[src/rtl/wfs_pkg.sv]
`timescale 1ns / 1ps
// ----------------------------------------------------------------------------
// Wall-follow steering package
// Types, widths and register codes shared by the modules of the block.
// ----------------------------------------------------------------------------
package wfs_pkg;

    localparam int ADDR_W    = 5;
    localparam int DATA_W    = 32;
    localparam int CORDIC_W  = 38;
    localparam int DIV_STEPS = 17;
    localparam int PROD_W    = 16 + CORDIC_W;

    typedef enum logic [2:0] {
        REG_SIDE_INDEX,
        REG_ANGLED_INDEX,
        REG_RANGE_LIMIT,
        REG_STEER_GAIN,
        REG_TARGET_DIST,
        REG_FORWARD_SPEED,
        REG_BEAM_COS,
        REG_BEAM_SIN
    } reg_index_t;

    typedef struct packed {
        logic [9:0]         side_index;
        logic [9:0]         angled_index;
        logic [15:0]        range_limit;
        logic signed [15:0] steer_gain;
        logic [15:0]        target_distance;
        logic [15:0]        forward_speed;
        logic [15:0]        beam_cos;
        logic [15:0]        beam_sin;
    } cfg_t;

    typedef struct packed {
        logic accept;
        logic accept_last;
        logic prep;
        logic cordic_step;
        logic cordic_switch;
        logic product;
        logic div_load;
        logic div_step;
        logic rate;
        logic write;
    } cmd_t;

    typedef struct packed {
        logic d_zero;
        logic cordic_last;
        logic div_last;
        logic out_free;
    } sts_t;

endpackage

[src/rtl/wfs_datapath.sv]
`timescale 1ns / 1ps
// ----------------------------------------------------------------------------
// Wall-follow steering datapath
// Beam capture, shared vectoring CORDIC, restoring divider, gain and output.
// ----------------------------------------------------------------------------
module wfs_datapath #(
    parameter int SCAN_BEAMS   = 1024,
    parameter int RANGE_BITS   = 16,
    parameter int CORDIC_STEPS = 16
) (
    input  logic                  clk,
    input  logic                  rst_n,
    input  wfs_pkg::cfg_t         cfg,
    input  wfs_pkg::cmd_t         cmd,
    output wfs_pkg::sts_t         sts,
    input  logic [RANGE_BITS-1:0] range_sample,
    input  logic                  sample_invalid,
    output logic                  out_valid,
    input  logic                  out_stall,
    output logic signed [15:0]    angular_rate,
    output logic [15:0]           linear_speed,
    output logic [15:0]           wall_distance
);

    localparam int CNT_W    = $clog2(SCAN_BEAMS + 1);
    localparam int IDX_W    = (CNT_W > 10) ? CNT_W : 10;
    localparam int SW       = (RANGE_BITS > 16) ? RANGE_BITS : 16;
    localparam int ITER_MAX = (CORDIC_STEPS > wfs_pkg::DIV_STEPS) ?
                              CORDIC_STEPS : wfs_pkg::DIV_STEPS;
    localparam int ITER_W   = $clog2(ITER_MAX);
    localparam int CW       = wfs_pkg::CORDIC_W;
    localparam int PW       = wfs_pkg::PROD_W;

    // Beam capture
    logic [CNT_W-1:0] count_reg;
    logic [15:0]      side_range_reg;
    logic [15:0]      angled_range_reg;
    logic [15:0]      a_op_reg;
    logic [15:0]      b_op_reg;
    logic [SW-1:0]    sample_ext;
    logic [15:0]      range_clip;
    logic             count_ok;
    logic             hit_side;
    logic             hit_angled;
    logic [15:0]      side_next;
    logic [15:0]      angled_next;

    assign sample_ext  = SW'(range_sample);
    assign range_clip  = (sample_invalid || (sample_ext > SW'(cfg.range_limit))) ?
                         cfg.range_limit : sample_ext[15:0];
    assign count_ok    = count_reg < CNT_W'(SCAN_BEAMS);
    assign hit_side    = count_ok && (IDX_W'(count_reg) == IDX_W'(cfg.side_index));
    assign hit_angled  = count_ok && (IDX_W'(count_reg) == IDX_W'(cfg.angled_index));
    assign side_next   = hit_side ? range_clip : side_range_reg;
    assign angled_next = hit_angled ? range_clip : angled_range_reg;

    // Arithmetic state
    logic [ITER_W-1:0]    iter_reg;
    logic signed [CW-1:0] x_reg;
    logic signed [CW-1:0] y_reg;
    logic signed [CW-1:0] d_reg;
    logic signed [CW-1:0] n_reg;
    logic signed [CW-1:0] xr_reg;
    logic                 zero_reg;
    logic [PW-1:0]        prod_reg;
    logic [PW-1:0]        rem_reg;
    logic [PW-1:0]        dsh_reg;
    logic                 ovf_reg;
    logic [16:0]          quot_reg;
    logic [15:0]          dist_reg;
    logic signed [32:0]   rate_prod_reg;
    logic                 out_valid_reg;
    logic signed [15:0]   rate_out_reg;
    logic [15:0]          speed_out_reg;
    logic [15:0]          dist_out_reg;

    logic [31:0]          ac;
    logic [31:0]          as_prod;
    logic signed [33:0]   n_full;
    logic signed [CW-1:0] dx;
    logic signed [CW-1:0] dy;
    logic signed [CW-1:0] x_step;
    logic signed [CW-1:0] y_step;
    logic [CW-1:0]        xf;
    logic [15:0]          dist_val;
    logic signed [16:0]   err;
    logic signed [32:0]   rate_prod;
    logic signed [32:0]   rate_shift;
    logic signed [15:0]   rate_sat;

    assign ac      = 32'(a_op_reg) * 32'(cfg.beam_cos);
    assign as_prod = 32'(a_op_reg) * 32'(cfg.beam_sin);
    assign n_full  = $signed({2'b00, ac}) - $signed({3'b000, b_op_reg, 15'd0});

    assign dx = y_reg >>> iter_reg;
    assign dy = x_reg >>> iter_reg;

    always_comb
    begin
        if (!y_reg[CW-1])
        begin
            x_step = x_reg + dx;
            y_step = y_reg - dy;
        end
        else
        begin
            x_step = x_reg - dx;
            y_step = y_reg + dy;
        end
    end

    assign xf = $unsigned(x_reg);

    assign dist_val = zero_reg ? 16'd0 :
                      ((ovf_reg || quot_reg[16]) ? 16'hFFFF : quot_reg[15:0]);
    assign err       = $signed({1'b0, dist_val}) - $signed({1'b0, cfg.target_distance});
    assign rate_prod = 33'(cfg.steer_gain) * 33'(err);
    assign rate_shift = rate_prod_reg >>> 8;

    always_comb
    begin
        priority if (rate_shift > 33'sd32767)
        begin
            rate_sat = 16'sh7FFF;
        end
        else if (rate_shift < -33'sd32768)
        begin
            rate_sat = -16'sh8000;
        end
        else
        begin
            rate_sat = rate_shift[15:0];
        end
    end

    assign sts.d_zero      = (a_op_reg == 16'd0) || (cfg.beam_sin == 16'd0);
    assign sts.cordic_last = iter_reg == ITER_W'(CORDIC_STEPS - 1);
    assign sts.div_last    = iter_reg == ITER_W'(wfs_pkg::DIV_STEPS - 1);
    assign sts.out_free    = !out_valid_reg || !out_stall;

    assign out_valid     = out_valid_reg;
    assign angular_rate  = rate_out_reg;
    assign linear_speed  = speed_out_reg;
    assign wall_distance = dist_out_reg;

    always_ff @(posedge clk or negedge rst_n)
    begin
        if (!rst_n)
        begin
            count_reg        <= '0;
            side_range_reg   <= 16'hFFFF;
            angled_range_reg <= 16'hFFFF;
            iter_reg         <= '0;
            out_valid_reg    <= 1'b0;
        end
        else
        begin
            if (cmd.accept)
            begin
                if (cmd.accept_last)
                begin
                    count_reg        <= '0;
                    side_range_reg   <= cfg.range_limit;
                    angled_range_reg <= cfg.range_limit;
                end
                else
                begin
                    side_range_reg   <= side_next;
                    angled_range_reg <= angled_next;
                    if (count_ok)
                    begin
                        count_reg <= count_reg + 1'b1;
                    end
                end
            end

            priority if (cmd.prep || cmd.cordic_switch || cmd.div_load)
            begin
                iter_reg <= '0;
            end
            else if (cmd.cordic_step || cmd.div_step)
            begin
                iter_reg <= iter_reg + 1'b1;
            end

            priority if (cmd.write)
            begin
                out_valid_reg <= 1'b1;
            end
            else if (!out_stall)
            begin
                out_valid_reg <= 1'b0;
            end
        end
    end

    always_ff @(posedge clk)
    begin
        if (cmd.accept_last)
        begin
            a_op_reg <= angled_next;
            b_op_reg <= side_next;
        end

        priority if (cmd.prep)
        begin
            n_reg    <= CW'(n_full);
            d_reg    <= CW'(as_prod);
            x_reg    <= CW'(as_prod);
            y_reg    <= '0;
            zero_reg <= sts.d_zero;
        end
        else if (cmd.cordic_switch)
        begin
            xr_reg <= x_step;
            x_reg  <= d_reg;
            y_reg  <= n_reg;
        end
        else if (cmd.cordic_step)
        begin
            x_reg <= x_step;
            y_reg <= y_step;
        end

        if (cmd.product)
        begin
            prod_reg <= PW'(b_op_reg) * PW'($unsigned(xr_reg));
        end

        priority if (cmd.div_load)
        begin
            rem_reg  <= prod_reg;
            dsh_reg  <= {xf, 16'd0};
            ovf_reg  <= {1'b0, prod_reg} >= {xf, 17'd0};
            quot_reg <= '0;
        end
        else if (cmd.div_step)
        begin
            if (rem_reg >= dsh_reg)
            begin
                rem_reg  <= rem_reg - dsh_reg;
                quot_reg <= {quot_reg[15:0], 1'b1};
            end
            else
            begin
                quot_reg <= {quot_reg[15:0], 1'b0};
            end
            dsh_reg <= dsh_reg >> 1;
        end

        if (cmd.rate)
        begin
            dist_reg      <= dist_val;
            rate_prod_reg <= rate_prod;
        end

        if (cmd.write)
        begin
            rate_out_reg  <= rate_sat;
            speed_out_reg <= cfg.forward_speed;
            dist_out_reg  <= dist_reg;
        end
    end

endmodule

[config.mk]
export PLATFORM = sky130hd
export DESIGN_NAME = wfs_datapath
export DESIGN_NICKNAME = d
export VERILOG_FILES = /design/src/rtl/wfs_pkg.sv /design/src/rtl/wfs_datapath.sv
export SDC_FILE = /design/constraint.sdc
export NUM_CORES = 2
export LEC_CHECK = 0
export BUFFER_PORTS_ARGS = -buffer_cell sky130_fd_sc_hd__buf_2
export CAP_MARGIN = 40
export CORE_ASPECT_RATIO = 0.6
export CORE_MARGIN = 3
export CORE_UTILIZATION = 55
export CTS_BUF_LIST = sky130_fd_sc_hd__clkbuf_8
export DETAILED_ROUTE_END_ITERATION = 12
export PLACE_DENSITY = 0.75
export SYNTH_ARGS = -nofsm -noshare
export SYNTH_HDL_FRONTEND = slang
export SYNTH_SLANG_ARGS = --single-unit
[constraint.sdc]
create_clock -name clk -period 20 [get_ports clk]
set_clock_uncertainty 0.15 [all_clocks]
set_input_delay 1 -clock clk [delete_from_list [all_inputs] [get_ports clk]]
set_output_delay 1 -clock clk [all_outputs]
set_load 0.02 [all_outputs]
After elaboration in Yosys (flattened, before gate mapping)
Index checks and enable logic that the tools add are counted.
Word-level totals
  register bits after elaboration: 538
  word-level logic and storage cells: 101
  output and inout port bits: 53
  input bits: 146
Cells by class
  reduce and logical (&&, ||, !) cells: 22
  mux-type cells: 27
  $add $sub $neg: 9
  eq/ne operators: 5
  multiply operators: 4
  shifts and indexed selects: 2
  bitwise gates (word level): 1
  $lt $le $gt $ge: 6
Operator list (count)
  54-bit two-way mux: 5
  38-bit two-way mux: 6
  16-bit two-way mux: 8
  38-bit adder: 2
  38-bit by 5-bit >>> shifter with 38-bit output: 2
  38-bit subtractor: 2
  16-bit by 16-bit multiplier with 32-bit output: 2
  54-bit by 55-bit >= comparator with 1-bit output: 1
  54-bit >= comparator: 1
  16-bit by 38-bit multiplier with 54-bit output: 1
  54-bit subtractor: 1
  16-bit by 17-bit multiplier with 33-bit output: 1
  32-bit by 31-bit subtractor with 33-bit output: 1
  16-bit logical NOT: 2
  32-bit two-way mux: 1
  25-bit by 16-bit > comparator with 1-bit output (second input constant): 1
  25-bit by 16-bit less-than comparator with 1-bit output (second input constant): 1
  11-bit by 10-bit == test with 1-bit output: 2
  11-bit two-way mux: 2
  16-bit by 16-bit subtractor with 17-bit output: 1
  16-bit > comparator: 1
  11-bit by 1-bit adder with 11-bit output (second input constant): 1
  11-bit less-than comparator (second input constant): 1
  5-bit two-way mux: 2
  other kinds (12): 28

Logic depth before layout (Yosys ltp)
  depth after elaboration: 6
  mapped depth: 42
  depth with buffers taken out: 40

Worst setup path before layout
Ideal clock, no wire load.
  path kind: input-to-reg
  from: in cfg[48] (netlist name)
  to: reg rate_prod_reg[23], data pin
  stages on the path: 37
  buffers on the path: 1
  arrival time: 9374 ps
  data required time: 19592 ps
  slack: 10219 ps
  setup time: 258 ps
  cell sequence: ha_1 inv_1 fa_1 a21o_1 a21oi_1 o21ai_0 a21oi_1 o21ai_0 a21oi_1 nor2b_1 o21a_1 o41ai_1 o21ai_0 a211oi_1 clkbuf_1 nand2_1 fa_1 fa_1 fa_1 fa_1 inv_1 fa_1 inv_1 fa_1 inv_1 ha_1 inv_1 or3_1 o21ai_0 a31oi_1 a21boi_0 o21ai_0 a21boi_0 o21a_1 o21a_1 nor2_1 xnor2_1
On the way
  cells in the longest elaborated chain, start to end: 2
RTL lines
  start: declaration: RTL line wfs_datapath.sv:13  | input wfs_pkg::cfg_t cfg,
  16-bit by 16-bit subtractor with 17-bit output: RTL line wfs_datapath.sv:116  | assign err = $signed({1'b0, dist_val}) - $signed({1'b0, cfg.target_distance});
  16-bit by 17-bit multiplier with 33-bit output: RTL line wfs_datapath.sv:117  | assign rate_prod = 33'(cfg.steer_gain) * 33'(err);
  via rate_prod[23]: RTL line wfs_datapath.sv:87  | logic signed [32:0] rate_prod;
  end signal: assignment: RTL line wfs_datapath.sv:254  | rate_prod_reg <= rate_prod;
  end: declaration: RTL line wfs_datapath.sv:71  | logic signed [32:0] rate_prod_reg;
The timed path passes the listed nets, and every way through them passes these cells.
A chain may end at the register's enable or synchronous reset.

Worst setup path after layout
  from: reg ovf_reg
  to: reg rate_prod_reg[31], data pin
On the way
  cells in the longest elaborated chain, start to end: 5
RTL lines
  start: declaration: RTL line wfs_datapath.sv:68  | logic ovf_reg;
  start signal: assignment: RTL line wfs_datapath.sv:234  | ovf_reg <= {1'b0, prod_reg} >= {xf, 17'd0};
  1-bit logical OR: RTL line wfs_datapath.sv:115  | ((ovf_reg || quot_reg[16]) ? 16'hFFFF : quot_reg[15:0]);
  16-bit two-way mux: RTL line wfs_datapath.sv:115
  16-bit two-way mux: RTL line wfs_datapath.sv:114  | assign dist_val = zero_reg ? 16'd0 :
  16-bit by 16-bit subtractor with 17-bit output: RTL line wfs_datapath.sv:116
  16-bit by 17-bit multiplier with 33-bit output: RTL line wfs_datapath.sv:117
  via rate_prod[31]: RTL line wfs_datapath.sv:87
The timed path passes the listed nets, and every way through them passes these cells.

==> out/qor.csv <==
stage;metric;value;unit
run;max_cap viols;0;
worst_setup_path;Buf/Inv on CP;8;
place;GPL Wtd Cong;1.01;
worst_setup_path;CP endpoint kind;flop;
die;die area;152000;um^2
synthesis;Post-synth top flop;edfxtp_1;
layout;# fillers;12100;
synthesis;Ys Warns;0;
synthesis;Seq/Total Area, Yosys;18.4;%
sta;Final Hold Fails;0;
sta;RSZ-0062 raised after global routing;false;
clocking;Worst-path clk slew;90;ps
clocking;setup repair bufs after CTS;0;
sta;clock period minus worst slack;11010;ps
routing;Routed WL per cell;23.5;um
place;I/O Buffers;198;
synthesis;fraction of registers with async set/reset;9.25;%
routing;Initial DRT Pass Iterations;6;
synthesis;Synth Cell Area;81100;um^2
synthesis;Mapped Cells;8639;
clocking;Clock Path Buffers;3;
synthesis;syn avg cell area;9.39;um^2
worst_setup_path;Critical Path Start Type;flop;
routing;DR DRC count;0;
die;I/O pin count;199;
sta;fin. max-slew vios;0;
layout;nets@finish;10600;
sta;setup_tns;0;ps
clocking;Root Buffer;clkbuf_8;
worst_setup_path;critical path's largest stage delay;580;ps
routing;ANT nets after route;0;
clocking;clock sink total;530;
routing;DR iter-0 viols;8010;
worst_setup_path;critical path's most frequent cell;fa_1;
clocking;H-tree levels;3;
global_route;met2 usage;43.2;%
synthesis;Synth top area share;29.5;%
die;core area;146000;um^2
worst_setup_path;family with the most delay on the worst path;adder cells;
sta;Worst-Margin Slew;1050;ps
global_route;vias in the first global route;65500;
synthesis;EDFF count, synth;404;
worst_setup_path;critical path arrival;11370;ps
place;dpl cell area;83800;um^2
synthesis;most common library cells after synthesis;inv_1 (1,436), nand2_1 (1,213), fa_1 (1,196);
global_route;initial antenna violation count;18;
synthesis;dominant cell type by area after synthesis;fa_1;
global_route;met1 Usage GRT;49.1;%
routing;vias per inst;6.08;
worst_setup_path;CP Depth;42;
synthesis;most common cell in the netlist;inv_1;
synthesis;syn nets;10600;
clocking;Hold Buf Count CTS;1;
global_route;GRT Overall Usage;33.0;%
clocking;PostCTS Resize Cnt;0;
die;Core Rows;108;
worst_setup_path;Worst path slowest cell;fa_1;
layout;Post-Layout Inst Area;85700;um^2
clocking;Clock Latency Late Sink;840;ps
hold_path;Hold WC Path Type;input port to flop;
global_route;grt ovf;0;
routing;vias;64600;
die;Initial Util;55.7;%
worst_setup_path;Crit Path Class;flop to flop;
worst_setup_path;Register-to-Register Path Depth;42;
synthesis;Synth area leaders;fa_1 (30%), edfxtp_1 (15%), ha_1 (9.4%), inv_1 (6.6%), nand2_1 (5.6%);
sta;fmax;0.0908;GHz
global_route;most used routing layer;met1;
global_route;largest net degree at the start of global routing;120;
synthesis;synth unique cells;103;
layout;Multi-input gate area;59000;um^2
die;Chip Width;502;um
worst_setup_path;Max FO, Critical Path;16;
layout;P&R area growth vs syn;5.73;%
global_route;met3 Use GR;15.3;%
routing;Post-Route WL;249000;um
sta;Final Cycle Share;55.1;%
sta;Worst slew margin;30.0;%
hold_path;Min-Delay Path Depth;1;
worst_setup_path;worst path required time;20350;ps
sta;Setup violations, final;0;
synthesis;#FFs+latches synth;530;
layout;fraction of layout cells with a size suffix above 1;8.13;%
layout;register area;15000;um^2
clocking;Inserted Clock Buffers;84;
place;Final HPWL DP;189000;um
clocking;CTS tree;done;
die;DIE HEIGHT;303;um
global_route;first-pass GRT wire length;385000;um
status;status;finished, final reports clean;
## metrics by stage
| step | std cells | setup WS [ps] | util, % | hold WS, ps |
|---|---|---|---|---|
| floorplan | 8639 | 10220 | - | 250 |
| global placement | 10400 | 8590 | 57.4 | 255 |
| detailed placement | 10500 | 8650 | 57.6 | 255 |
| CTS | 10600 | 8620 | 58.9 | 181 |
| global route | 10600 | 8350 | 58.9 | 196 |
| finish | 10600 | 8990 | 58.9 | 248 |
## per-layer routing
layer / vias to the layer above / part of all wire, %
met3: 502 / 18
met5: - / 0.053
li1: 28000 / -
met1: 31700 / 42
met2: 4440 / 38
met4: 10 / 2.2
## layout by cell type (no fill, tap or decap), types with 43 or more instances in the layout
cell type	n
and2_1	489
nand3_1	73
o22ai_1	87
xor2_1	122
dfxtp_1	76
a31oi_1	63
xnor2_1	200
ha_1	607
clkbuf_8	91
nand2_1	1213
mux2i_1	142
nor2_1	394
fa_1	1196
nor2b_1	53
nand2b_1	43
inv_1	1448
mux2_2	52
mux4_2	110
buf_4	114
nor3_1	55
a21oi_1	385
edfxtp_1	404
a21o_1	177
o21bai_1	45
o21a_1	50
o31ai_1	58
buf_2	199
o21ai_0	206
## final timing paths
check / start / endpoint / slack [ps]
max: ovf_reg / rate_prod_reg[31] / 8990
min: cfg[34] / linear_speed[2] / 250
max reg2reg: ovf_reg / rate_prod_reg[31] / 8990
min reg2reg: dist_reg[3] / wall_distance[3] / 270
max in group asynchronous: rst_n / side_range_reg[1] / 18510
min in group asynchronous: rst_n / out_valid / 520
## cells by family (layout without fill, tap and decap cells)
family	Yosys count	after routing	share of synthesized area (%)
AND/OR/NAND/NOR	2504	2504	14.3
buffers and inverters	1871	1923	8.91
adder cells (fa/ha/maj)	1803	1803	38.9
AO/OA/AOI/OAI	1300	1300	10.3
flip-flops	530	530	18.4
XOR/XNOR	326	326	3.54
multiplexers	305	305	5.56
other	0	11	0
## layout make-up
| cell class | instances | area share, % |
|---|---|---|
| clock inverter | 63 | 0.650 |
| clock buffer | 91 | 1.46 |
| tap | 1925 | 2.81 |
| antenna | 11 | 0.0321 |
| sequential | 530 | 17.4 |
| timing repair buffer | 329 | 2.49 |
| inverter | 1440 | 6.31 |
| multi-input combinational | 6238 | 68.8 |
Power is left out: the tool's default activity adds up to more than one toggle a clock period on the data nets, which glitch-free logic cannot reach.
