File: src/rtl/wfs_pkg.sv
`timescale 1ns / 1ps
// ----------------------------------------------------------------------------
// Wall-follow steering package
// Types, widths and register codes shared by the modules of the block.
// ----------------------------------------------------------------------------
package wfs_pkg;

    localparam int ADDR_W    = 5;
    localparam int DATA_W    = 32;
    localparam int CORDIC_W  = 38;
    localparam int DIV_STEPS = 17;
    localparam int PROD_W    = 16 + CORDIC_W;

    typedef enum logic [2:0] {
        REG_SIDE_INDEX,
        REG_ANGLED_INDEX,
        REG_RANGE_LIMIT,
        REG_STEER_GAIN,
        REG_TARGET_DIST,
        REG_FORWARD_SPEED,
        REG_BEAM_COS,
        REG_BEAM_SIN
    } reg_index_t;

    typedef struct packed {
        logic [9:0]         side_index;
        logic [9:0]         angled_index;
        logic [15:0]        range_limit;
        logic signed [15:0] steer_gain;
        logic [15:0]        target_distance;
        logic [15:0]        forward_speed;
        logic [15:0]        beam_cos;
        logic [15:0]        beam_sin;
    } cfg_t;

    typedef struct packed {
        logic accept;
        logic accept_last;
        logic prep;
        logic cordic_step;
        logic cordic_switch;
        logic product;
        logic div_load;
        logic div_step;
        logic rate;
        logic write;
    } cmd_t;

    typedef struct packed {
        logic d_zero;
        logic cordic_last;
        logic div_last;
        logic out_free;
    } sts_t;

endpackage

File: src/rtl/wfs_ctrl.sv
`timescale 1ns / 1ps
// ----------------------------------------------------------------------------
// Wall-follow steering controller
// Sequences beam capture, the shared CORDIC, the divider and the output write.
// ----------------------------------------------------------------------------
module wfs_ctrl (
    input  logic          clk,
    input  logic          rst_n,
    input  logic          in_valid,
    input  logic          scan_last,
    input  wfs_pkg::sts_t sts,
    output wfs_pkg::cmd_t cmd,
    output logic          in_stall
);

    typedef enum logic [3:0] {
        ST_IDLE,
        ST_PREP,
        ST_CORDIC_R,
        ST_CORDIC_F,
        ST_PRODUCT,
        ST_DIV_LOAD,
        ST_DIVIDE,
        ST_RATE,
        ST_WRITE
    } state_t;

    state_t state_reg;
    state_t state_next;
    logic   stall_reg;
    logic   stall_next;

    assign in_stall = stall_reg;

    always_comb
    begin
        state_next = state_reg;
        stall_next = stall_reg;
        cmd        = '0;
        unique case (state_reg)
            ST_IDLE:
            begin
                if (in_valid)
                begin
                    cmd.accept = 1'b1;
                    if (scan_last)
                    begin
                        cmd.accept_last = 1'b1;
                        stall_next      = 1'b1;
                        state_next      = ST_PREP;
                    end
                end
            end
            ST_PREP:
            begin
                cmd.prep   = 1'b1;
                state_next = sts.d_zero ? ST_RATE : ST_CORDIC_R;
            end
            ST_CORDIC_R:
            begin
                if (sts.cordic_last)
                begin
                    cmd.cordic_switch = 1'b1;
                    state_next        = ST_CORDIC_F;
                end
                else
                begin
                    cmd.cordic_step = 1'b1;
                end
            end
            ST_CORDIC_F:
            begin
                cmd.cordic_step = 1'b1;
                if (sts.cordic_last)
                begin
                    state_next = ST_PRODUCT;
                end
            end
            ST_PRODUCT:
            begin
                cmd.product = 1'b1;
                state_next  = ST_DIV_LOAD;
            end
            ST_DIV_LOAD:
            begin
                cmd.div_load = 1'b1;
                state_next   = ST_DIVIDE;
            end
            ST_DIVIDE:
            begin
                cmd.div_step = 1'b1;
                if (sts.div_last)
                begin
                    state_next = ST_RATE;
                end
            end
            ST_RATE:
            begin
                cmd.rate   = 1'b1;
                state_next = ST_WRITE;
            end
            ST_WRITE:
            begin
                if (sts.out_free)
                begin
                    cmd.write  = 1'b1;
                    stall_next = 1'b0;
                    state_next = ST_IDLE;
                end
            end
            default:
            begin
                state_next = ST_IDLE;
            end
        endcase
    end

    always_ff @(posedge clk or negedge rst_n)
    begin
        if (!rst_n)
        begin
            state_reg <= ST_IDLE;
            stall_reg <= 1'b0;
        end
        else
        begin
            state_reg <= state_next;
            stall_reg <= stall_next;
        end
    end

endmodule

File: config.mk
export PLATFORM = sky130hd
export DESIGN_NAME = wfs_ctrl
export DESIGN_NICKNAME = d
export VERILOG_FILES = /design/src/rtl/wfs_pkg.sv /design/src/rtl/wfs_ctrl.sv
export SDC_FILE = /design/constraint.sdc
export NUM_CORES = 1
export LEC_CHECK = 0
export BUFFER_PORTS_ARGS = -buffer_cell sky130_fd_sc_hd__buf_2
export CORE_AREA = 2 2 39 41
export DETAILED_ROUTE_END_ITERATION = 8
export DIE_AREA = 0 0 41 43
export PLACE_DENSITY = 0.6
export SLEW_MARGIN = 20
export SYNTH_ARGS = -nofsm -noshare
export SYNTH_HDL_FRONTEND = slang
export SYNTH_SLANG_ARGS = --single-unit
File: constraint.sdc
create_clock -name clk -period 1.1 [get_ports clk]
set_input_delay 0.055 -clock clk [delete_from_list [all_inputs] [get_ports clk]]
set_output_delay 0.055 -clock clk [all_outputs]
set_load 0.02 [all_outputs]
# Word-level counts from Yosys, hierarchy flattened
# Cells that the tools add are included.
# op_classes
eq_ne	14
n_mux	26
n_reduce_logical	4
# ops
cell	n
$pmux W4 S9	1
$mux W4	6
$eq A4 B3 Y1 const B	4
$mux W1	14
$ne A2 B2 Y1 const B	6
$eq A4 B2 Y1 const B	2
$reduce_and A6 Y1	1
$eq A4 B1 Y1 const B	1
$eq A4 B4 Y1 const B	1
$logic_not A4 Y1	1
$mux W2	2
$pmux W1 S2	2
$reduce_and A4 Y1	1
$mux W3	1
$reduce_bool A2 Y1	1
# word_totals
ff_bits	5
in_bits	8
output_inout_bits	11
wordCells	46

# Longest topological paths before layout
# Gate-level depths: netlist (run 1).
# logic_depth
depth_word	3
depth_mapped	4
depth_no_buf	3

# Worst setup path before layout (run 1)
# Ideal clock, no wire load.
# synth_path
path_kind	register to output
start	reg state_reg[2]
end	out cmd[8] (netlist bit)
arrival_time_ns	1.457
required_ns	1.045
setup_slack_ns	-0.412
path_stages_with_launch	4
n_path_buf	1
path_cell_list	dfrtp_1 or2_1 buf_2 nor4_1
# synth_lines
item	line	rtl
start: declaration	wfs_ctrl.sv:28	state_t state_reg;
start signal: assignment	wfs_ctrl.sv:127	state_reg <= state_next;
end: declaration	wfs_ctrl.sv:12	output wfs_pkg::cmd_t cmd,

==> results of run 1 <==
[metrics by stage]
| step | area (um^2) | TNS, ps | hold WS, ps |
|---|---|---|---|
| after detailed placement | 538 | -955 | -126 |
| after global routing | 906 | -3700 | 39.0 |
| final | 906 | -2990 | 46.1 |
| after CTS | 741 | -2690 | 17.7 |
| after floorplan | 405 | -421 | -241 |
| after global placement | 538 | -712 | -130 |
[power by group through the flow]
| stage | Clock, mW | Combinational [mW] | Sequential, mW |
|---|---|---|---|
| after floorplan | 0 | 0.856 | 0.315 |
| after global placement | 0 | 1.13 | 0.342 |
| after detailed placement | 0 | 1.14 | 0.342 |
| after CTS | 0.222 | 1.71 | 0.342 |
| after global routing | 0.237 | 2.41 | 0.381 |
| final | 0.218 | 2.30 | 0.376 |
[logic make-up after synthesis]
kind of cell / count (synthesis)
AO/OA/AOI/OAI: 11
buffers and inverters: 4
flip-flops: 5
multiplexers: 1
AND/OR/NAND/NOR: 24
[repair_timing]
action                                  CTS  global route
gates resized for setup                  31            28
endpoints found under the setup margin   14            15
setup buffers                             9             6
hold buffers                              1             0
pin swaps                                11            11
endpoints found under the hold margin     5             0
gates cloned                              0             0
[worst max-delay path, delay by kind of cell, from the launching register on]
kind / cells / cell delay, ps
DFF: 1 / 450
buffers and inverters: 2 / 360
and+or+nand+nor: 1 / 280
[layer usage]
| metal | global-route usage, % | up-vias | wire [um] |
|---|---|---|---|
| met5 | 0 | - | 0 |
| met1 | 17.5 | 252 | 622 |
| met2 | 28.1 | 16 | 939 |
| met4 | 6.67 | 0 | 8 |
| met3 | 7.33 | 3 | 88 |
| li1 | - | 242 | - |
[cell usage after synthesis]
cell / number / area [um^2]
a31o_1: 1 / 8.76
o2bb2ai_1: 1 / 8.76
a21oi_1: 1 / 5.00
and3_1: 1 / 6.26
buf_6: 1 / 11.3
dfrtp_1: 5 / 125
o21ai_1: 1 / 5.00
o21a_1: 1 / 7.51
o22ai_1: 1 / 6.26
o21ai_0: 2 / 10.0
nor3b_1: 1 / 7.51
a31oi_1: 2 / 12.5
nand2b_1: 4 / 25.0
nor3_1: 5 / 25.0
a31o_2: 1 / 8.76
or2_1: 1 / 6.26
inv_1: 1 / 3.75
nor4_1: 1 / 6.26
nand2_1: 4 / 15.0
nor4b_2: 1 / 15.0
buf_2: 1 / 5.00
buf_4: 1 / 7.51
mux2_2: 1 / 11.3
nor2_1: 6 / 22.5
[worst paths after layout]
path                                    from           end  cells after the start
worst min register to register      in_stall      in_stall                      1
max in group asynchronous              rst_n  state_reg[1]                      2
worst max-delay path            state_reg[0]        cmd[8]                      3
worst min-delay path                  sts[0]  state_reg[3]                      2
min in group asynchronous              rst_n      in_stall                      2
worst max register to register  state_reg[0]  state_reg[0]                      5
[cells in the final DEF (no fill, tap or decap), types with 2 or more instances in the layout]
master | synthesis | final
nor3_1 | 5 | 2
clkbuf_4 | 0 | 3
dfrtp_1 | 5 | 3
buf_4 | 1 | 15
o21ai_2 | 0 | 2
dfrtp_2 | 0 | 2
buf_6 | 1 | 16
nor3_2 | 0 | 3
nor2_4 | 0 | 5
nand2_1 | 4 | 2
nand2b_4 | 0 | 3
buf_2 | 1 | 8
[area by class of cell]
| class | count | area (um^2) | share of cell area, % |
|---|---|---|---|
| sequential | 5 | 128 | 14.1 |
| timing repair buffer | 40 | 343 | 37.8 |
| multi-input combinational | 36 | 385 | 42.5 |
| tap | 16 | 20.0 | 2.21 |
| clock buffer | 4 | 26.3 | 2.90 |
| inverter | 1 | 3.75 | 0.414 |
==> out/summary.txt, run 1 <==
internal power - 1.61 mW
Sink Count - 5
n_diodes - 0
outcome - complete, but fails checks
clock buffer depth - 2
Max stage delay on crit path - 450 ps
I/O pin count - 19
Max FO, Critical Path - 6
failing checks - negative setup slack
Worst slew margin - 86.0%
CP arrival - 1340 ps
proportion of layout cells with a drive suffix above 1 - 80.2%
Ys Warns - 0
total wire length - 1660 um
pwr/cell area - 3190 nW/um^2
CTS tree - done
Max stage delay cell, worst path - dfrtp_2
Sw Pwr - 1.28 mW
highest clock rate - 716 MHz
# DRC - 0
Setup crit end kind - output pin
Post-Synth XOR/XNOR Area - 0%
layout net count - 95
total power - 2.89 mW
Compound-Gate Fraction of Synth Area - 19.9%
Worst setup SP type - flop
final std cells w/o fill - 102
critical path class - reg2out
worst vdd ir - 0.00144 V
number of synthesized register bits - 5
clk_lat worst skew - 250 ps
Clock Skew - 0.218 ps
Cell Area, Synth - 365 um^2
post-DR vias/cell - 5.03
slew of the pin with the lowest slew margin - 209 ps
Tightest Hold Check Type - in2reg
Slew Viols, Final - 0
Avg WL per Cell - 16.3 um
number of port buffers - 18
combinational share of power - 79.5%
max_cap viols - 0
sequential-to-total area share from yosys stat - 34.2%
min setup slack post-route - -298 ps
Avg Inst Size Synth - 8.12 um^2
Die W - 41 um
Worst-path clk slew - 40 ps
Flop pwr share - 13.0%
leakage power - 0.399 nW
first-pass GRT wire length - 1930 um
clock group share of total power - 7.6%
Final Cycle Share - 127%
DRT iter0 DRCs - 2
critical-path cell list - buf_6 > nor4_4 > buf_4
fill cell count - 110
GP Congestion - 0.795
Via Count - 513
critical path required time - 1040 ps
final-report hold violation count - 0
initial core utilization - 26.4%
max reg flops - 4
vias in the first global route - 432
post-synth net total - 53
dpl cells - 83
GRT Resource Usage Total - 16.9%
H-Tree Depth - 1
hpwl dp - 794 um
Num CTS Buffers - 3
DP Worst Slack - -162 ps
largest net degree at the start of global routing - 7
largest family of logic cells by synthesized area - simple AND/OR/NAND/NOR gates
Synth Area in Simple Gates - 35.3%
register-to-register setup slack - -240 ps
switching share of power - 44.2%
Core ar. - 1380 um^2
Final ANT Viol Nets - 0
grt ovf - 0
library cells used by synthesis - 24
final number of setup-violating endpoints - 15
Die Footprint - 1760 um^2
initial antenna violation count - 0
Adder-Cell Fraction of Synth Area - 0%
first-pass detailed-route iteration total - 2
row count - 14
post-layout min period - 1400 ps
CTS root buffer - clkbuf_4
area grow syn2layout - 148%
RSZ-0062 raised after global routing - true
Post-Syn Instances - 45
Layout Utilization - 65.5%
post-synthesis mux area share - 3.08%
Die Y - 43 um
No activity file was read; power rests on OpenSTA's default activity.
==> run 2: changes to the inputs <==
- BUFFER_PORTS_ARGS: -buffer_cell sky130_fd_sc_hd__buf_2 -> not set
- DONT_BUFFER_PORTS: not set -> 1
- MAX_ROUTING_LAYER: not set -> met4
- PLACE_DENSITY: 0.6 -> 0.47
==> out/summary.txt, run 2 (synthesis gave the netlist of run 1 again) <==
outcome - complete, but fails checks (unchanged)
DRT iter0 DRCs - 2 (unchanged)
Tightest Hold Check Type - in2reg (unchanged)
max_cap viols - 0 (unchanged)
Num CTS Buffers - 3 (unchanged)
Worst-path clk slew - 50 ps (was 40 ps)
Final ANT Viol Nets - 0 (unchanged)
largest net degree at the start of global routing - 7 (unchanged)
Die Y - 43 um (unchanged)
DP Area - 515 um^2 (was 538 um^2)
initial antenna violation count - 0 (unchanged)
Max FO, Critical Path - 5 (was 6)
Final Cell Area - 812 um^2 (was 906 um^2)
GP Congestion - 0.721 (was 0.795)
# DRC - 0 (unchanged)
layout net count - 84 (was 95)
Die Footprint - 1760 um^2 (unchanged)
CP bufs+invs - 2 (unchanged)
pwr/cell area - 3260 nW/um^2 (was 3190 nW/um^2)
dpl cells - 74 (was 83)
Via Count - 465 (was 513)
vias in the first global route - 434 (was 432)
fill cell count - 118 (was 110)
number of port buffers - 0 (was 18)
first-pass detailed-route iteration total - 4 (was 2)
total power - 2.65 mW (was 2.89 mW)
proportion of layout cells with a drive suffix above 1 - 73.3% (was 80.2%)
Worst slew margin - 78.7% (was 86.0%)
total negative slack - -3040 ps (was -2990 ps)
area grow syn2layout - 122% (was 148%)
commonest non-fill, non-tap cell in the layout - buf_4 (was buf_6)
GRT Resource Usage Total - 16.9% (about the same)
critical-path cell list - buf_4 > nor4b_4 > buf_4 (was buf_6 > nor4_4 > buf_4)
initial core utilization - 26.4% (unchanged)
min setup slack post-route - -309 ps (was -298 ps)
H-Tree Depth - 1 (unchanged)
post-DR vias/cell - 5.11 (was 5.03)
CTS tree - done (unchanged)
clock buffer depth - 2 (unchanged)
CP delay by family, top - flip-flops (unchanged)
commonest cells after routing, fill and taps aside - buf_4, buf_6, nor2_4 (was buf_6, buf_4, buf_2)
n_diodes - 0 (unchanged)
critical path required time - 1040 ps (about the same)
slew of the pin with the lowest slew margin - 319 ps (was 209 ps)
first-pass GRT wire length - 1810 um (was 1930 um)
Max stage delay cell, worst path - dfrtp_2 (unchanged)
Die W - 41 um (unchanged)
final hold slack - 46.2 ps (was 46.1 ps)
leakage power - 0.332 nW (was 0.399 nW)
clk_lat worst skew - 250 ps (about the same)
worst vdd ir - 0.00162 V (was 0.00144 V)
register-to-register setup slack - -260 ps (was -240 ps)
highest clock rate - 710 MHz (was 716 MHz)
Avg WL per Cell - 14.6 um (was 16.3 um)
CP dominant cell by count - buf_4
row count - 14 (unchanged)
critical path class - reg2out (unchanged)
RSZ-0062 raised after global routing - true (unchanged)
final-report hold violation count - 0 (unchanged)
failing checks - negative setup slack (unchanged)
Max stage delay on crit path - 460 ps (was 450 ps)
final number of setup-violating endpoints - 15 (unchanged)
final std cells w/o fill - 91 (was 102)
post-layout min period - 1410 ps (was 1400 ps)
Clock Skew - 7.29 ps (was 0.218 ps)
Setup crit end kind - output pin (unchanged)
CP arrival - 1350 ps (was 1340 ps)
Final Cycle Share - 128% (was 127%)
Core ar. - 1380 um^2 (unchanged)
Slew Viols, Final - 0 (unchanged)
hpwl dp - 807 um (was 794 um)
Sink Count - 5 (unchanged)
total wire length - 1330 um (was 1660 um)
Worst setup SP type - flop (unchanged)
I/O pin count - 19 (unchanged)
max reg flops - 4 (unchanged)
grt ovf - 0 (unchanged)
CTS root buffer - clkbuf_4 (unchanged)
[run 2: metrics by stage]
stage,worst slack (ps),utilization (%)
after floorplan,-97.4,-
after detailed placement,-152,37.3
after CTS,-297,49.7
final,-309,58.7
after global routing,-366,58.7
after global placement,-106,37.3
[run 2: path summary, 6_finish.rpt]
kind / start / endpoint / cells after the start
setup / recovery: state_reg[0] / cmd[9] / 3
hold / removal: in_valid / in_stall / 2
setup reg to reg: state_reg[0] / state_reg[2] / 5
hold reg to reg: state_reg[3] / state_reg[1] / 2
max in group asynchronous: rst_n / state_reg[0] / 1
min in group asynchronous: rst_n / state_reg[2] / 1
[run 2: final cells by class]
class	instances	area, um^2	share of cell area [%]
clock buffers	4	26.3	3.24
inverters	1	3.75	0.462
multi-input cells	36	370	45.6
flip-flops and latches	5	128	15.7
well taps	16	20.0	2.47
repair buffers	29	264	32.5
[run 2: per-layer routing]
layer / part of all wire, % / up-vias / global-route usage, % / wire length [um]
li1: - / 226 / - / -
met1: 39 / 221 / 18.2 / 512
met4: 1.1 / 0 / 8.00 / 14
met3: 6.3 / 2 / 7.85 / 84
met2: 54 / 16 / 25.3 / 713
met5: 0 / - / - / 0
[run 2: power by group]
| part | internal, mW | switching (mW) |
|---|---|---|
| Sequential | 0.266 | 0.114 |
| Combinational | 1.09 | 0.960 |
| Clock | 0.138 | 0.0846 |
[run 2: what timing repair did]
item | in CTS | in global routing
gates resized for setup | 25 | 16
hold endpoints to repair | 7 | 0
pin swaps | 8 | 7
hold buffers | 2 | 0
setup buffers | 5 | 6
endpoints found under the setup margin | 15 | 15
[run 2: worst register-to-register path: stages, from the launching register on]
cell and delay, ps:
dfrtp_2 460, buf_4 160, buf_6 110, o21a_1 90
mux2_2 260, a31o_1 180
==> run 3: changes to the inputs <==
- PLACE_DENSITY: 0.47 -> 0.41
==> out/summary.txt, run 3 (synthesis gave the netlist of run 1 again) <==
pwr/cell area - 3380 nW/um^2 (was 3260 nW/um^2)
Worst setup SP type - flop (unchanged)
min setup slack post-route - -324 ps (was -309 ps)
RSZ-0062 raised after global routing - true (unchanged)
Layout Utilization - 60.0% (was 58.7%)
max reg flops - 4 (unchanged)
first-pass detailed-route iteration total - 1 (was 4)
Max FO, Critical Path - 4 (was 5)
Sw Pwr - 1.21 mW (was 1.16 mW)
Final Cycle Share - 129% (was 128%)
area grow syn2layout - 127% (was 122%)
CTS tree - done (unchanged)
outcome - complete, but fails checks (unchanged)
H-Tree Depth - 1 (unchanged)
largest net degree at the start of global routing - 7 (unchanged)
# DRC - 0 (unchanged)
clk_lat worst skew - 240 ps (was 250 ps)
Avg WL per Cell - 16.1 um (was 14.6 um)
hold path depth - 2 (unchanged)
critical path required time - 1040 ps (about the same)
Worst slew margin - 82.7% (was 78.7%)
Worst-path clk slew - 40 ps (was 50 ps)
DRT iter0 DRCs - 0 (was 2)
Core ar. - 1380 um^2 (unchanged)
proportion of layout cells with a drive suffix above 1 - 73.7% (was 73.3%)
Max stage delay on crit path - 400 ps (was 460 ps)
internal power - 1.59 mW (was 1.49 mW)
initial core utilization - 26.4% (unchanged)
post-layout min period - 1420 ps (was 1410 ps)
Clock Skew - 2.62 ps (was 7.29 ps)
switching share of power - 43.3% (was 43.8%)
vias in the first global route - 428 (was 434)
GP Congestion - 0.867 (was 0.721)
initial antenna violation count - 0 (unchanged)
leakage power - 0.345 nW (was 0.332 nW)
Slew Viols, Final - 0 (unchanged)
Final ANT Viol Nets - 0 (unchanged)
number of port buffers - 0 (unchanged)
GRT Resource Usage Total - 16.7% (was 16.9%)
Num CTS Buffers - 3 (unchanged)
final-report hold violation count - 0 (unchanged)
register-to-register setup slack - -200 ps (was -260 ps)
Sink Count - 5 (unchanged)
I/O pin count - 19 (unchanged)
hpwl dp - 940 um (was 807 um)
commonest cells after routing, fill and taps aside - buf_6, buf_4, nor2_4 (was buf_4, buf_6, nor2_4)
CP delay by family, top - simple AND/OR/NAND/NOR gates (was flip-flops)
n_diodes - 0 (unchanged)
clock group share of total power - 7.5% (was 8.4%)
Max stage delay cell, worst path - dfrtp_1 (was dfrtp_2)
CP bufs+invs - 2 (unchanged)
total negative slack - -2960 ps (was -3040 ps)
Die W - 41 um (unchanged)
row count - 14 (unchanged)
Tightest Hold Check Type - in2reg (unchanged)
dpl cells - 74 (unchanged)
worst vdd ir - 0.00156 V (was 0.00162 V)
CP arrival - 1370 ps (was 1350 ps)
Flop pwr share - 13.6% (was 14.4%)
CTS root buffer - clkbuf_4 (unchanged)
final std cells w/o fill - 92 (was 91)
critical path class - reg2out (unchanged)
clock buffer depth - 2 (unchanged)
grt ovf - 0 (unchanged)
final number of setup-violating endpoints - 14 (was 15)
hold wc startpoint - sts[0] (was in_valid)
Reg2Reg Launch Point - state_reg[1] (was state_reg[0])
slew of the pin with the lowest slew margin - 258 ps (was 319 ps)
Endpoint, Worst Hold - in_stall (unchanged)
max_cap viols - 0 (unchanged)
total wire length - 1480 um (was 1330 um)
Die Footprint - 1760 um^2 (unchanged)
layout net count - 85 (was 84)
Setup crit end kind - output pin (unchanged)
critical-path cell list - or2_4 > buf_12 > nor3_4 > buf_6 (was buf_4 > nor4b_4 > buf_4)
Via Count - 486 (was 465)
Die Y - 43 um (unchanged)
first-pass GRT wire length - 1850 um (was 1810 um)
failing checks - negative setup slack (unchanged)
worst r2r dst - state_reg[2] (unchanged)
combinational share of power - 78.9% (was 77.2%)
post-DR vias/cell - 5.28 (was 5.11)
R2R depth - 4 (was 5)
commonest non-fill, non-tap cell in the layout - buf_6 (was buf_4)
highest clock rate - 702 MHz (was 710 MHz)
## run 3: per-layer routing
| metal | up-vias | track usage (%) | part of all wire (%) |
|---|---|---|---|
| met5 | - | - | 0 |
| met4 | 0 | 6.00 | 3.1 |
| met3 | 4 | 3.66 | 4.2 |
| met2 | 16 | 27.8 | 57 |
| met1 | 239 | 18.4 | 36 |
| li1 | 227 | - | - |
## run 3: cell type report
cell class              count  area, um^2
fillers                   123         553
multi-input cells          36         358
repair buffers             30         295
flip-flops and latches      5         128
clock buffers               4        26.3
well taps                  16        20.0
inverters                   1        3.75
## run 3: power by group through the flow
| stage | Sequential, mW | Combinational (mW) | Clock, mW |
|---|---|---|---|
| 2_1_floorplan | 0.315 | 0.856 | 0 |
| 3_3_place_gp | 0.350 | 1.17 | 0 |
| 3_5_place_dp | 0.350 | 1.21 | 0 |
| 4_1_cts | 0.356 | 1.70 | 0.212 |
| 5_1_grt | 0.391 | 2.34 | 0.233 |
| 6_report | 0.382 | 2.22 | 0.210 |
## run 3: how the worst max path moves through the flow
stage / cells past startpoint / startpoint / end
floorplan: 4 / state_reg[1] / state_reg[2]
global placement: 4 / state_reg[2] / state_reg[1]
detailed placement: 3 / state_reg[2] / cmd[8]
CTS: 3 / state_reg[2] / cmd[8]
global route: 3 / state_reg[2] / cmd[8]
finish: 4 / state_reg[2] / cmd[5]
## run 3: what timing repair did
action,4_1_cts,5_1_grt
setup endpoints to repair,15,15
hold endpoints to repair,6,0
setup buffers,7,7
pin swaps,6,9
hold buffers,2,0
resized for setup,22,21
## run 3: metrics by stage
stage / area [um^2] / total power [mW] / setup WS, ps / hold WS [ps]
floorplan: 405 / 1.17 / -97.4 / -241
global placement: 515 / 1.51 / -107 / -240
detailed placement: 515 / 1.56 / -198 / -240
CTS: 686 / 2.27 / -302 / 5.43
global route: 831 / 2.97 / -359 / 4.00
finish: 831 / 2.81 / -324 / 10.6
